===== src/sv/iepf_pkg.sv =====
// shared types and constants for the icmp echo packet filter
// no dependencies; used by iepf_parser and icmp_echo_packet_filter_top

package iepf_pkg;

  localparam int MAX_TAG_DEPTH = 2;

  localparam logic [15:0] TPID_CTAG = 16'h8100;
  localparam logic [15:0] TPID_STAG = 16'h88A8;
  localparam logic [15:0] ETYPE_IP6 = 16'h86DD;
  localparam logic [15:0] ETYPE_IP4 = 16'h0800;

  localparam logic [7:0] PROTO_ICMP6    = 8'd58;
  localparam logic [7:0] PROTO_ICMP4    = 8'd1;
  localparam logic [7:0] ICMP6_ECHO_REQ = 8'd128;
  localparam logic [7:0] ICMP4_ECHO_REQ = 8'd8;

  // byte positions inside the headers
  localparam logic [6:0] ETH_TYPE_HI_OFF = 7'd12;
  localparam logic [6:0] ETH_TYPE_LO_OFF = 7'd13;
  localparam logic [6:0] TAG_TYPE_HI_REL = 7'd2;
  localparam logic [6:0] TAG_TYPE_LO_REL = 7'd3;
  localparam logic [6:0] IPV4_PROTO_REL  = 7'd9;
  localparam logic [6:0] IPV6_NEXT_REL   = 7'd6;
  localparam logic [6:0] IPV6_LAST_REL   = 7'd39;
  localparam logic [6:0] ICMP_TYPE_REL   = 7'd0;
  localparam logic [6:0] ICMP_SEQ_LO_REL = 7'd7;
  localparam logic [6:0] OFFSET_MAX      = 7'd127;
  localparam logic [3:0] IHL_MIN         = 4'd5;

  typedef enum logic [2:0] {
    PH_ETH  = 3'd0,
    PH_TAG  = 3'd1,
    PH_IPV4 = 3'd2,
    PH_IPV6 = 3'd3,
    PH_ICMP = 3'd4,
    PH_DONE = 3'd5
  } phase_t;

  // one byte moving from the input register into the parser
  typedef struct packed {
    logic       adv;
    logic [7:0] data;
    logic       last;
  } step_t;

endpackage


===== src/sv/iepf_parser.sv =====
// header parser: per-packet state and its next-state logic, one byte per cycle while step.adv is high
// depends on iepf_pkg

module iepf_parser (
  input  logic           clk,
  input  logic           rst_n,
  input  iepf_pkg::step_t step,
  output logic           drop
);

  logic [6:0]       byte_offset_r, byte_offset_nxt;
  iepf_pkg::phase_t phase_r, phase_nxt;
  logic [6:0]       header_start_r, header_start_nxt;
  logic [15:0]      ether_type_r, ether_type_nxt;
  logic [1:0]       tag_count_r, tag_count_nxt;
  logic [3:0]       ihl_r, ihl_nxt;
  logic [7:0]       next_proto_r, next_proto_nxt;
  logic             echo_match_r, echo_match_nxt;
  logic             drop_pending_r, drop_pending_nxt;

  logic [6:0] rel;
  logic [6:0] ipv4_last_rel;

  // phase that follows the link layer or a tag
  function automatic iepf_pkg::phase_t link_phase(input logic [15:0] et,
                                                  input logic [1:0]  tags);
    iepf_pkg::phase_t ph;
    if ((et == iepf_pkg::TPID_CTAG || et == iepf_pkg::TPID_STAG) &&
        tags < 2'(iepf_pkg::MAX_TAG_DEPTH)) begin
      ph = iepf_pkg::PH_TAG;
    end else if (et == iepf_pkg::ETYPE_IP6) begin
      ph = iepf_pkg::PH_IPV6;
    end else if (et == iepf_pkg::ETYPE_IP4) begin
      ph = iepf_pkg::PH_IPV4;
    end else begin
      ph = iepf_pkg::PH_DONE;
    end
    return ph;
  endfunction

  assign rel           = byte_offset_r - header_start_r;
  assign ipv4_last_rel = {1'b0, ihl_r, 2'b00} - 7'd1;

  always_comb begin
    phase_nxt        = phase_r;
    header_start_nxt = header_start_r;
    ether_type_nxt   = ether_type_r;
    tag_count_nxt    = tag_count_r;
    ihl_nxt          = ihl_r;
    next_proto_nxt   = next_proto_r;
    echo_match_nxt   = echo_match_r;
    drop_pending_nxt = drop_pending_r;

    case (phase_r)
      iepf_pkg::PH_ETH: begin
        if (byte_offset_r == iepf_pkg::ETH_TYPE_HI_OFF) begin
          ether_type_nxt = {step.data, ether_type_r[7:0]};
        end else if (byte_offset_r == iepf_pkg::ETH_TYPE_LO_OFF) begin
          ether_type_nxt   = {ether_type_r[15:8], step.data};
          header_start_nxt = byte_offset_r + 7'd1;
          phase_nxt        = link_phase(ether_type_nxt, tag_count_r);
        end
      end
      iepf_pkg::PH_TAG: begin
        if (rel == iepf_pkg::TAG_TYPE_HI_REL) begin
          ether_type_nxt = {step.data, ether_type_r[7:0]};
        end else if (rel == iepf_pkg::TAG_TYPE_LO_REL) begin
          ether_type_nxt   = {ether_type_r[15:8], step.data};
          tag_count_nxt    = tag_count_r + 2'd1;
          header_start_nxt = byte_offset_r + 7'd1;
          phase_nxt        = link_phase(ether_type_nxt, tag_count_nxt);
        end
      end
      iepf_pkg::PH_IPV4: begin
        if (rel == 7'd0) begin
          ihl_nxt = step.data[3:0];
          if (ihl_nxt < iepf_pkg::IHL_MIN) begin
            phase_nxt = iepf_pkg::PH_DONE;
          end
        end else begin
          if (rel == iepf_pkg::IPV4_PROTO_REL) begin
            next_proto_nxt = step.data;
          end
          if (rel == ipv4_last_rel) begin
            if (next_proto_nxt == iepf_pkg::PROTO_ICMP4) begin
              phase_nxt        = iepf_pkg::PH_ICMP;
              header_start_nxt = byte_offset_r + 7'd1;
            end else begin
              phase_nxt = iepf_pkg::PH_DONE;
            end
          end
        end
      end
      iepf_pkg::PH_IPV6: begin
        if (rel == iepf_pkg::IPV6_NEXT_REL) begin
          next_proto_nxt = step.data;
        end
        if (rel == iepf_pkg::IPV6_LAST_REL) begin
          if (next_proto_nxt == iepf_pkg::PROTO_ICMP6) begin
            phase_nxt        = iepf_pkg::PH_ICMP;
            header_start_nxt = byte_offset_r + 7'd1;
          end else begin
            phase_nxt = iepf_pkg::PH_DONE;
          end
        end
      end
      iepf_pkg::PH_ICMP: begin
        if (rel == iepf_pkg::ICMP_TYPE_REL) begin
          if (ether_type_r == iepf_pkg::ETYPE_IP6) begin
            echo_match_nxt = (step.data == iepf_pkg::ICMP6_ECHO_REQ);
          end else begin
            echo_match_nxt = (step.data == iepf_pkg::ICMP4_ECHO_REQ);
          end
          if (!echo_match_nxt) begin
            phase_nxt = iepf_pkg::PH_DONE;
          end
        end else if (rel == iepf_pkg::ICMP_SEQ_LO_REL) begin
          // even sequence number: low bit of the second sequence byte
          drop_pending_nxt = echo_match_r && !step.data[0];
          phase_nxt        = iepf_pkg::PH_DONE;
        end
      end
      default: begin
      end
    endcase

    if (byte_offset_r != iepf_pkg::OFFSET_MAX) begin
      byte_offset_nxt = byte_offset_r + 7'd1;
    end else begin
      byte_offset_nxt = byte_offset_r;
    end
  end

  // verdict of the packet as it stands after this byte
  assign drop = drop_pending_nxt;

  always_ff @(posedge clk) begin
    if (!rst_n || (step.adv && step.last)) begin
      byte_offset_r  <= '0;
      phase_r        <= iepf_pkg::PH_ETH;
      header_start_r <= '0;
      ether_type_r   <= '0;
      tag_count_r    <= '0;
      ihl_r          <= '0;
      next_proto_r   <= '0;
      echo_match_r   <= 1'b0;
      drop_pending_r <= 1'b0;
    end else if (step.adv) begin
      byte_offset_r  <= byte_offset_nxt;
      phase_r        <= phase_nxt;
      header_start_r <= header_start_nxt;
      ether_type_r   <= ether_type_nxt;
      tag_count_r    <= tag_count_nxt;
      ihl_r          <= ihl_nxt;
      next_proto_r   <= next_proto_nxt;
      echo_match_r   <= echo_match_nxt;
      drop_pending_r <= drop_pending_nxt;
    end
  end

endmodule


===== src/sv/icmp_echo_packet_filter_top.sv =====
// icmp echo packet filter: input register, header parser, verdict register
// depends on iepf_pkg and iepf_parser
//
// Usage:
//   Packet bytes enter on in_data_byte in wire order, in_last_byte marks the
//   final byte. A transaction completes on a clock edge with in_valid high and
//   in_stall low. One byte can be taken every cycle while in_stall stays low.
//   For each packet one verdict leaves on out_action (0 pass, 1 drop) with
//   out_valid; it completes when out_stall is low. Bytes other than the last
//   produce no output transaction.
//   A byte is registered in the input register when it is accepted and parsed
//   from there; the verdict of a last byte is written into the output register
//   when that byte advances, and out_valid rises with that write.
//   The parser takes one byte per cycle unless a last byte is held back.
//   When the receiver stalls, the held verdict stays put; further non-last
//   bytes still flow, and in_stall rises only when a last byte waits for the
//   full output register.
//   Reset (rst_n low, synchronous) empties both registers and returns the
//   parser to the start of a packet.

module icmp_echo_packet_filter_top (
  input  logic       clk,
  input  logic       rst_n,
  input  logic       in_valid,
  output logic       in_stall,
  input  logic [7:0] in_data_byte,
  input  logic       in_last_byte,
  output logic       out_valid,
  input  logic       out_stall,
  output logic       out_action
);

  logic       in_valid_r;
  logic [7:0] in_data_r;
  logic       in_last_r;
  logic       out_valid_r;
  logic       out_action_r;

  logic            out_free;
  logic            adv;
  logic            drop;
  iepf_pkg::step_t step;

  assign out_free = !out_valid_r || !out_stall;
  // non-last bytes never need the output register
  assign adv      = in_valid_r && (!in_last_r || out_free);
  assign in_stall = in_valid_r && !adv;

  always_ff @(posedge clk) begin
    if (!rst_n) begin
      in_valid_r <= 1'b0;
    end else if (in_valid && !in_stall) begin
      in_valid_r <= 1'b1;
    end else if (adv) begin
      in_valid_r <= 1'b0;
    end
  end

  always_ff @(posedge clk) begin
    if (in_valid && !in_stall) begin
      in_data_r <= in_data_byte;
      in_last_r <= in_last_byte;
    end
  end

  assign step.adv  = adv;
  assign step.data = in_data_r;
  assign step.last = in_last_r;

  iepf_parser u_parser (
    .clk   (clk),
    .rst_n (rst_n),
    .step  (step),
    .drop  (drop)
  );

  always_ff @(posedge clk) begin
    if (!rst_n) begin
      out_valid_r <= 1'b0;
    end else if (adv && in_last_r) begin
      out_valid_r <= 1'b1;
    end else if (!out_stall) begin
      out_valid_r <= 1'b0;
    end
  end

  always_ff @(posedge clk) begin
    if (adv && in_last_r) begin
      out_action_r <= drop;
    end
  end

  assign out_valid  = out_valid_r;
  assign out_action = out_action_r;

  // a parsed last byte always lands in the output register
  a_last_gives_verdict: assert property (@(posedge clk) disable iff (!rst_n)
    (adv && in_last_r) |=> out_valid_r)
    else $error("last byte advanced without a verdict");

  // a new verdict appears only from a parsed last byte
  a_verdict_from_last: assert property (@(posedge clk) disable iff (!rst_n)
    $rose(out_valid_r) |-> $past(adv && in_last_r))
    else $error("verdict without a last byte");

  // the input side stalls only behind a last byte blocked by a full output
  a_stall_cause: assert property (@(posedge clk) disable iff (!rst_n)
    in_stall |-> (in_valid_r && in_last_r && out_valid_r && out_stall))
    else $error("input stalled without a blocked verdict");

endmodule


===== config.mk =====
export PLATFORM = sky130hd
export DESIGN_NAME = icmp_echo_packet_filter_top
export DESIGN_NICKNAME = d
export VERILOG_FILES = /design/src/sv/iepf_pkg.sv /design/src/sv/iepf_parser.sv /design/src/sv/icmp_echo_packet_filter_top.sv
export SDC_FILE = /design/constraint.sdc
export NUM_CORES = 1
export LEC_CHECK = 0
export BUFFER_PORTS_ARGS = -buffer_cell sky130_fd_sc_hd__buf_4
export CAP_MARGIN = 20
export CORE_ASPECT_RATIO = 2
export CORE_MARGIN = 1
export CORE_UTILIZATION = 55
export DETAILED_ROUTE_END_ITERATION = 8
export PLACE_DENSITY = 0.76
export SLEW_MARGIN = 20
export SYNTH_ARGS = -nofsm -noshare
export SYNTH_HDL_FRONTEND = slang
export SYNTH_SLANG_ARGS = --single-unit

===== constraint.sdc =====
create_clock -name clk -period 3.1 [get_ports clk]
set_input_delay 0.465 -clock clk [delete_from_list [all_inputs] [get_ports clk]]
set_output_delay 0.465 -clock clk [all_outputs]
set_load 0.02 [all_outputs]

== After elaboration in Yosys (flattened, before gate mapping) ==
Index checks and enable logic that the tools add are counted.

* Add/subtract/negate cells: 4
* $mul: 0
* Divide/modulo/power cells: 0
* $lt $le $gt $ge: 3
* Equality and inequality tests: 39
* Shift operators: 0
* Mux-type cells: 50
* Bitwise gates (word level): 1
* Reductions and logical operators: 34

{| class="wikitable"
|+ Operator list
! cell !! number
|-
| 16-bit equality test, second input constant || 4
|-
| 8-bit two-way mux || 8
|-
| 7-bit two-way mux || 9
|-
| 3-bit two-way mux || 15
|-
| 16-bit two-way mux || 2
|-
| 16-bit one-hot mux with 2 select lines || 1
|-
| 7-bit one-hot mux with 4 select lines || 1
|-
| 11-bit AND reduction || 2
|-
| 7-bit by 4-bit equality test with 1-bit output, second input constant || 3
|-
| 2-bit by 1-bit != test with 1-bit output, second input constant || 9
|-
| 16-bit by 12-bit equality test with 1-bit output, second input constant || 1
|-
| 8-bit one-hot mux with 2 select lines || 1
|-
| 3-bit one-hot mux with 5 select lines || 1
|-
| 7-bit by 2-bit equality test with 1-bit output, second input constant || 2
|-
| 7-bit by 3-bit equality test with 1-bit output, second input constant || 2
|-
| 1-bit two-way mux || 12
|-
| 3-bit AND reduction || 3
|-
| 8-bit by 1-bit equality test with 1-bit output, second input constant || 1
|-
| 8-bit by 4-bit equality test with 1-bit output, second input constant || 1
|-
| 8-bit by 6-bit equality test with 1-bit output, second input constant || 1
|-
| 8-bit equality test, second input constant || 1
|-
| 4-bit AND reduction || 2
|-
| 7-bit by 1-bit adder with 7-bit output, second input constant || 1
|-
| 7-bit by 6-bit equality test with 1-bit output, second input constant || 1
|-
| 24 further kinds || 47
|}

* Flip-flop bits (word level): 61
* Bits in latches: 0
* Bits in writable memories: 0
* Bits in read-only memories: 0
* Input port bits: 13
* Output and inout bits: 3
* Logic and storage cells: 146
* Memories kept: 0

== Depth between registers and ports, before layout ==
* Depth after elaboration: 10
* Depth in mapped cells: 14

== Cells and area by module ==
Synthesis repeated with hierarchy kept, for this count alone.

* Cells, all modules: 403
* Area total of the unflattened synthesis: 3,527.1 sq um

{| class="wikitable"
|+ By module, submodules not included
! module !! times used !! cells an instance !! area an instance (sq um)
|-
| iepf_parser || 1 || 382 || 3,131.8
|-
| icmp_echo_packet_filter_top || 1 || 21 || 395.4
|}

== Least setup slack after synthesis ==
Ideal clock, no wire load.

* Path type: flip-flop to flip-flop
* Start: register u_parser.byte_offset_r[0]
* End: register u_parser.header_start_r[6]
* Setup time: 0.080 ns
* Arrival: 3.108 ns
* Setup slack: -0.088 ns
* Stages on the path, launching flop included: 15
* Path buffers: 1
* Period minus slack after synthesis: 3.188 ns
* Path through: dfxtp_1 > inv_1 > ha_1 > inv_1 > fa_1 > a211oi_2 > o21bai_1 > a211oi_4 > nand4_4 > nor4_2 > o21ai_1 > a311oi_4 > buf_6 > nor2_1 > a211oi_2

* Word-level cells in the longest chain between the ends: 8

{| class="wikitable"
|+ Ends and longest elaborated chain
! element !! RTL line !! text
|-
| start, declared || iepf_parser.sv:11 || <nowiki>logic [6:0] byte_offset_r, byte_offset_nxt;</nowiki>
|-
| start signal, assigned || iepf_parser.sv:149 || <nowiki>byte_offset_r <= byte_offset_nxt;</nowiki>
|-
| 7-bit subtractor || iepf_parser.sv:41 || <nowiki>assign rel = byte_offset_r - header_start_r;</nowiki>
|-
| 7-bit by 4-bit equality test with 1-bit output || iepf_parser.sv:81 || <nowiki>if (rel == iepf_pkg::IPV4_PROTO_REL) begin</nowiki>
|-
| 8-bit two-way mux || iepf_parser.sv:81 ||
|-
| 8-bit two-way mux || iepf_parser.sv:75 || <nowiki>if (rel == 7'd0) begin</nowiki>
|-
| 8-bit two-way mux || iepf_parser.sv:54 || <nowiki>case (phase_r)</nowiki>
|-
| 8-bit by 1-bit equality test with 1-bit output || iepf_parser.sv:85 || <nowiki>if (next_proto_nxt == iepf_pkg::PROTO_ICMP4) begin</nowiki>
|-
| 2-bit by 1-bit != test with 1-bit output (no line) || -- ||
|-
| 11-bit AND reduction (no line) || -- ||
|-
| end signal, assigned || iepf_parser.sv:151 || <nowiki>header_start_r <= header_start_nxt;</nowiki>
|-
| end, declared || iepf_parser.sv:13 || <nowiki>logic [6:0] header_start_r, header_start_nxt;</nowiki>
|}

Parallel ways exist; a longest one is shown, timed or not. The select of a mux whose other input is x is not followed.
A chain may end at the register's enable or synchronous reset.

== Worst setup path in the final report ==
* Start: register u_parser.byte_offset_r[0]
* End: register u_parser.header_start_r[1]

The elaborated chain is that of the path after synthesis.

==> flow_metrics.tcl <==
set metrics [dict create \
    status "complete, but fails checks" \
    violations "setup timing" \
    grt_max_degree 51 \
    core_area_sq_um 6010 \
    grt_usage_pct 30.3 \
    synthArstFlopShare_pct 0 \
    layout-drive-gt1-share_pct 24.3 \
    routed_wirelength_mm 9.26 \
    synth_nets 409 \
    antenna_found_initial 0 \
    path_class "flip-flop to flip-flop" \
    io_buffers 15 \
    place_congestion 0.966 \
    setup_violations 5 \
    grt_pass1_vias 3267 \
    ctsHoldBuffers 0 \
    ys_ff_latch 61 \
    finalNetCount 464 \
    drc 0 \
    grt_overflow 0 \
    intPower_uw 1660 \
    slew_headroom_pct 49.1 \
    clock_latency_ns 0.33 \
    clockBufferDepth 2 \
    fin_setup_tns_ns -0.147 \
    seq_area_frac_synth_pct 38.7 \
    dieHeight_um 113 \
    place_hpwl_mm 6.76 \
    drt_iter0_drc 152 \
    hold_ws_ns 0.309 \
    via_count 3074 \
    root_buffer "clkbuf_16" \
    antennaDiodeCount 0 \
    powerDensity_nw_per_um2 487 \
    tightest_slew_ns 0.762 \
    pwr-share-comb_pct 7.2 \
    cts_sinks 61 \
    p_clk_share_pct 53.5 \
    max_stage_delay_ns 0.36 \
    skew_ns 0.00448 \
    cts.clk_slew.worst_paths_ns 0.05 \
    ant_nets 0 \
    final_util_pct 72.1 \
    switchingPower_uw 445 \
    place_area_sq_um 3860 \
    design.die.area_sq_um 6550 \
    cts_made_buffers 9 \
    tritoncts "built" \
    hold_viol_final 0 \
    holdCritPathClass "input port to flip-flop" \
    area_growth_pct 26.7 \
    die_w_um 57.7 \
    yosysWarnings 0 \
    synth_area_sq_um 3420 \
    dr.pass1.iters 4 \
    rsz0062_at_grt "true" \
    grt_pass1_wl_mm 14.9 \
    post-route-period-util_pct 101 \
    peakVddDrop_uv 459 \
    period_minus_slack_ns 3.15 \
    critPathArrivalTime_ns 3.34 \
    start_util_pct 56.9 \
    synth_cell_types 56 \
    crit_required_ns 3.29 \
    swShare_pct 21.1 \
    fmax_mhz 318 \
    synth_edf_count 10 \
    seqPwrFrac_pct 39.3 \
    synth_top_flop_cell "dfxtp_1" \
    synth_area_per_cell_sq_um 8.88 \
    crit_fanout 6 \
    max_cap_violations 0 \
    fin_ws_ns -0.0463 \
    start_kind "flip-flop" \
    crit_path_end_kind "flip-flop" \
    path_cells "inv_2, ha_4, inv_2, fa_2, a211oi_4, buf_4, or2_4, a211oi_4, and3_4, buf_4, a21oi_1, o221ai_2, a311oi_4, buf_6, mux2i_1, nor2_1" \
    crit_slowest_cell "fa_2" \
    cts_max_level 3 \
    design_area_sq_um 4330 \
    detail_route.wl_per_cell_um 18.2 \
    io_pins 16 \
    p_leak_uw 0.00162 \
    drv_slew 0 \
    row_count 40 \
    vias_per_cell 6.05 \
    synth_cells 385 \
]
==> metrics by stage <==
| step | std cells | setup slack (ns) | total power (uW) |
|---|---|---|---|
| final | 508 | -0.0463 | 2110 |
| after global placement | 486 | -0.0708 | 976 |
| after detailed placement | 486 | -0.191 | 978 |
| after floorplan | 385 | 0.00612 | 920 |
| after CTS | 508 | -0.109 | 2120 |
| after global routing | 508 | -0.212 | 2160 |
==> cells by family (layout without fill, tap and decap cells) <==
group / after synthesis / count (layout) / share of synthesized area (%)
AO/OA/AOI/OAI: 68 / 68 / 14.8
XOR/XNOR: 20 / 20 / 5.57
buffers and inverters: 31 / 91 / 3.70
adder cells (fa/ha/maj): 11 / 11 / 4.25
AND/OR/NAND/NOR: 161 / 161 / 23.3
multiplexers: 33 / 33 / 9.74
flip-flops: 61 / 61 / 38.7
==> power by group through the flow <==
| stage | logic (uW) | registers (uW) | clock network [uW] |
|---|---|---|---|
| after floorplan | 77.5 | 843 | 0 |
| after global placement | 132 | 844 | 0 |
| after detailed placement | 134 | 844 | 0 |
| after CTS | 143 | 828 | 1140 |
| after global routing | 164 | 829 | 1170 |
| final | 152 | 829 | 1130 |
==> cell type report <==
type | count | area [sq um]
clock buffer | 9 | 225
fill | 471 | 1680
tap | 63 | 78.8
inverter | 18 | 67.6
sequential | 61 | 1320
clock inverter | 7 | 114
multi-input combinational | 293 | 2080
timing repair buffer | 57 | 444
==> Yosys cell counts (2+ instances only) <==
cell | instances | share of area (%)
o22ai_1 | 2 | 0.37
mux2i_1 | 31 | 9.1
or4_1 | 3 | 0.66
nand2_1 | 24 | 2.6
nand2b_1 | 6 | 1.1
and4_1 | 3 | 0.77
buf_2 | 2 | 0.29
nand4b_1 | 4 | 1.0
edfxtp_1 | 10 | 8.8
nor2_1 | 68 | 7.5
xnor2_1 | 10 | 2.6
or3_1 | 5 | 0.92
o21ai_1 | 2 | 0.29
ha_1 | 10 | 3.7
xor2_1 | 9 | 2.3
nand3_1 | 12 | 1.8
inv_1 | 18 | 2.0
dfxtp_1 | 51 | 30
clkbuf_1 | 9 | 0.99
o211ai_1 | 3 | 0.66
a211oi_2 | 6 | 2.2
a211oi_1 | 6 | 1.3
o311a_1 | 2 | 0.59
mux2_2 | 2 | 0.66
nor2b_1 | 2 | 0.37
and3_1 | 6 | 1.1
o21bai_1 | 3 | 0.66
and2_1 | 4 | 0.73
a21boi_0 | 2 | 0.44
nor3_1 | 11 | 1.6
a21oi_1 | 15 | 2.2
o21a_1 | 3 | 0.66
o21ai_0 | 11 | 1.6
nor4_1 | 5 | 0.92
a31oi_1 | 4 | 0.73
==> cells in the final DEF (no fill, tap or decap), types with 9 or more instances in the layout <==
cell	Yosys	layout
buf_4	0	55
nor2_1	68	64
inv_1	18	16
a21oi_1	15	15
dfxtp_1	51	49
nand2_1	24	23
clkbuf_16	0	9
xnor2_1	10	9
nand3_1	12	12
xor2_1	9	9
nor3_1	11	11
mux2i_1	31	31
edfxtp_1	10	10
==> registers in the layout, summed over array words and instances, names as in the netlist <==
register and flops:
u_parser.tag_count_r 2, in_last_r 1, u_parser.header_start_r 7, in_valid_r 1, u_parser.byte_offset_r 7, out_action 1, in_data_r 8, u_parser.echo_match_r 1
out_valid 1, u_parser.next_proto_r 8, u_parser.ihl_r 4, u_parser.ether_type_r 16, u_parser.drop_pending_r 1, u_parser.phase_r 3
==> what timing repair did <==
action / 4_1_cts / 5_1_grt
setup buffers: 5 / 2
resized for setup: 14 / 14
setup endpoints to repair: 10 / 24
pin swaps: 11 / 12
cloned: 1 / 0
==> final timing paths <==
check	from	to	slack [ns]	cells past startpoint
worst max-delay path	u_parser.byte_offset_r[0]$_SDFFE_PP0P_	u_parser.header_start_r[1]$_SDFFE_PP0P_	-0.05	16
worst min-delay path	in_data_byte[5]	in_data_r[5]$_DFFE_PP_	0.31	1
worst max register to register	u_parser.byte_offset_r[0]$_SDFFE_PP0P_	u_parser.header_start_r[1]$_SDFFE_PP0P_	-0.05	16
worst min register to register	out_valid$_SDFFE_PN0P_	out_valid$_SDFFE_PN0P_	0.49	2
==> critical path, delay by kind of cell, from the launching register on <==
| family | cells | cell delay (ns) |
|---|---|---|
| AOI/OAI and AO/OA | 5 | 1.04 |
| buffers and inverters | 5 | 0.58 |
| adders and majority gates | 2 | 0.50 |
| and+or+nand+nor | 3 | 0.37 |
| DFF | 1 | 0.32 |
| muxes | 1 | 0.18 |
==> per-layer routing <==
layer | routed length (um) | up-vias | global-route usage (%)
li1 | - | 1488 | -
met1 | 3210 | 1487 | 26.3
met2 | 5270 | 62 | 57.1
met3 | 241 | 37 | 5.56
met4 | 537 | 0 | 24.6
met5 | 0 | - | 0
Power figures use the tool's default switching activity.
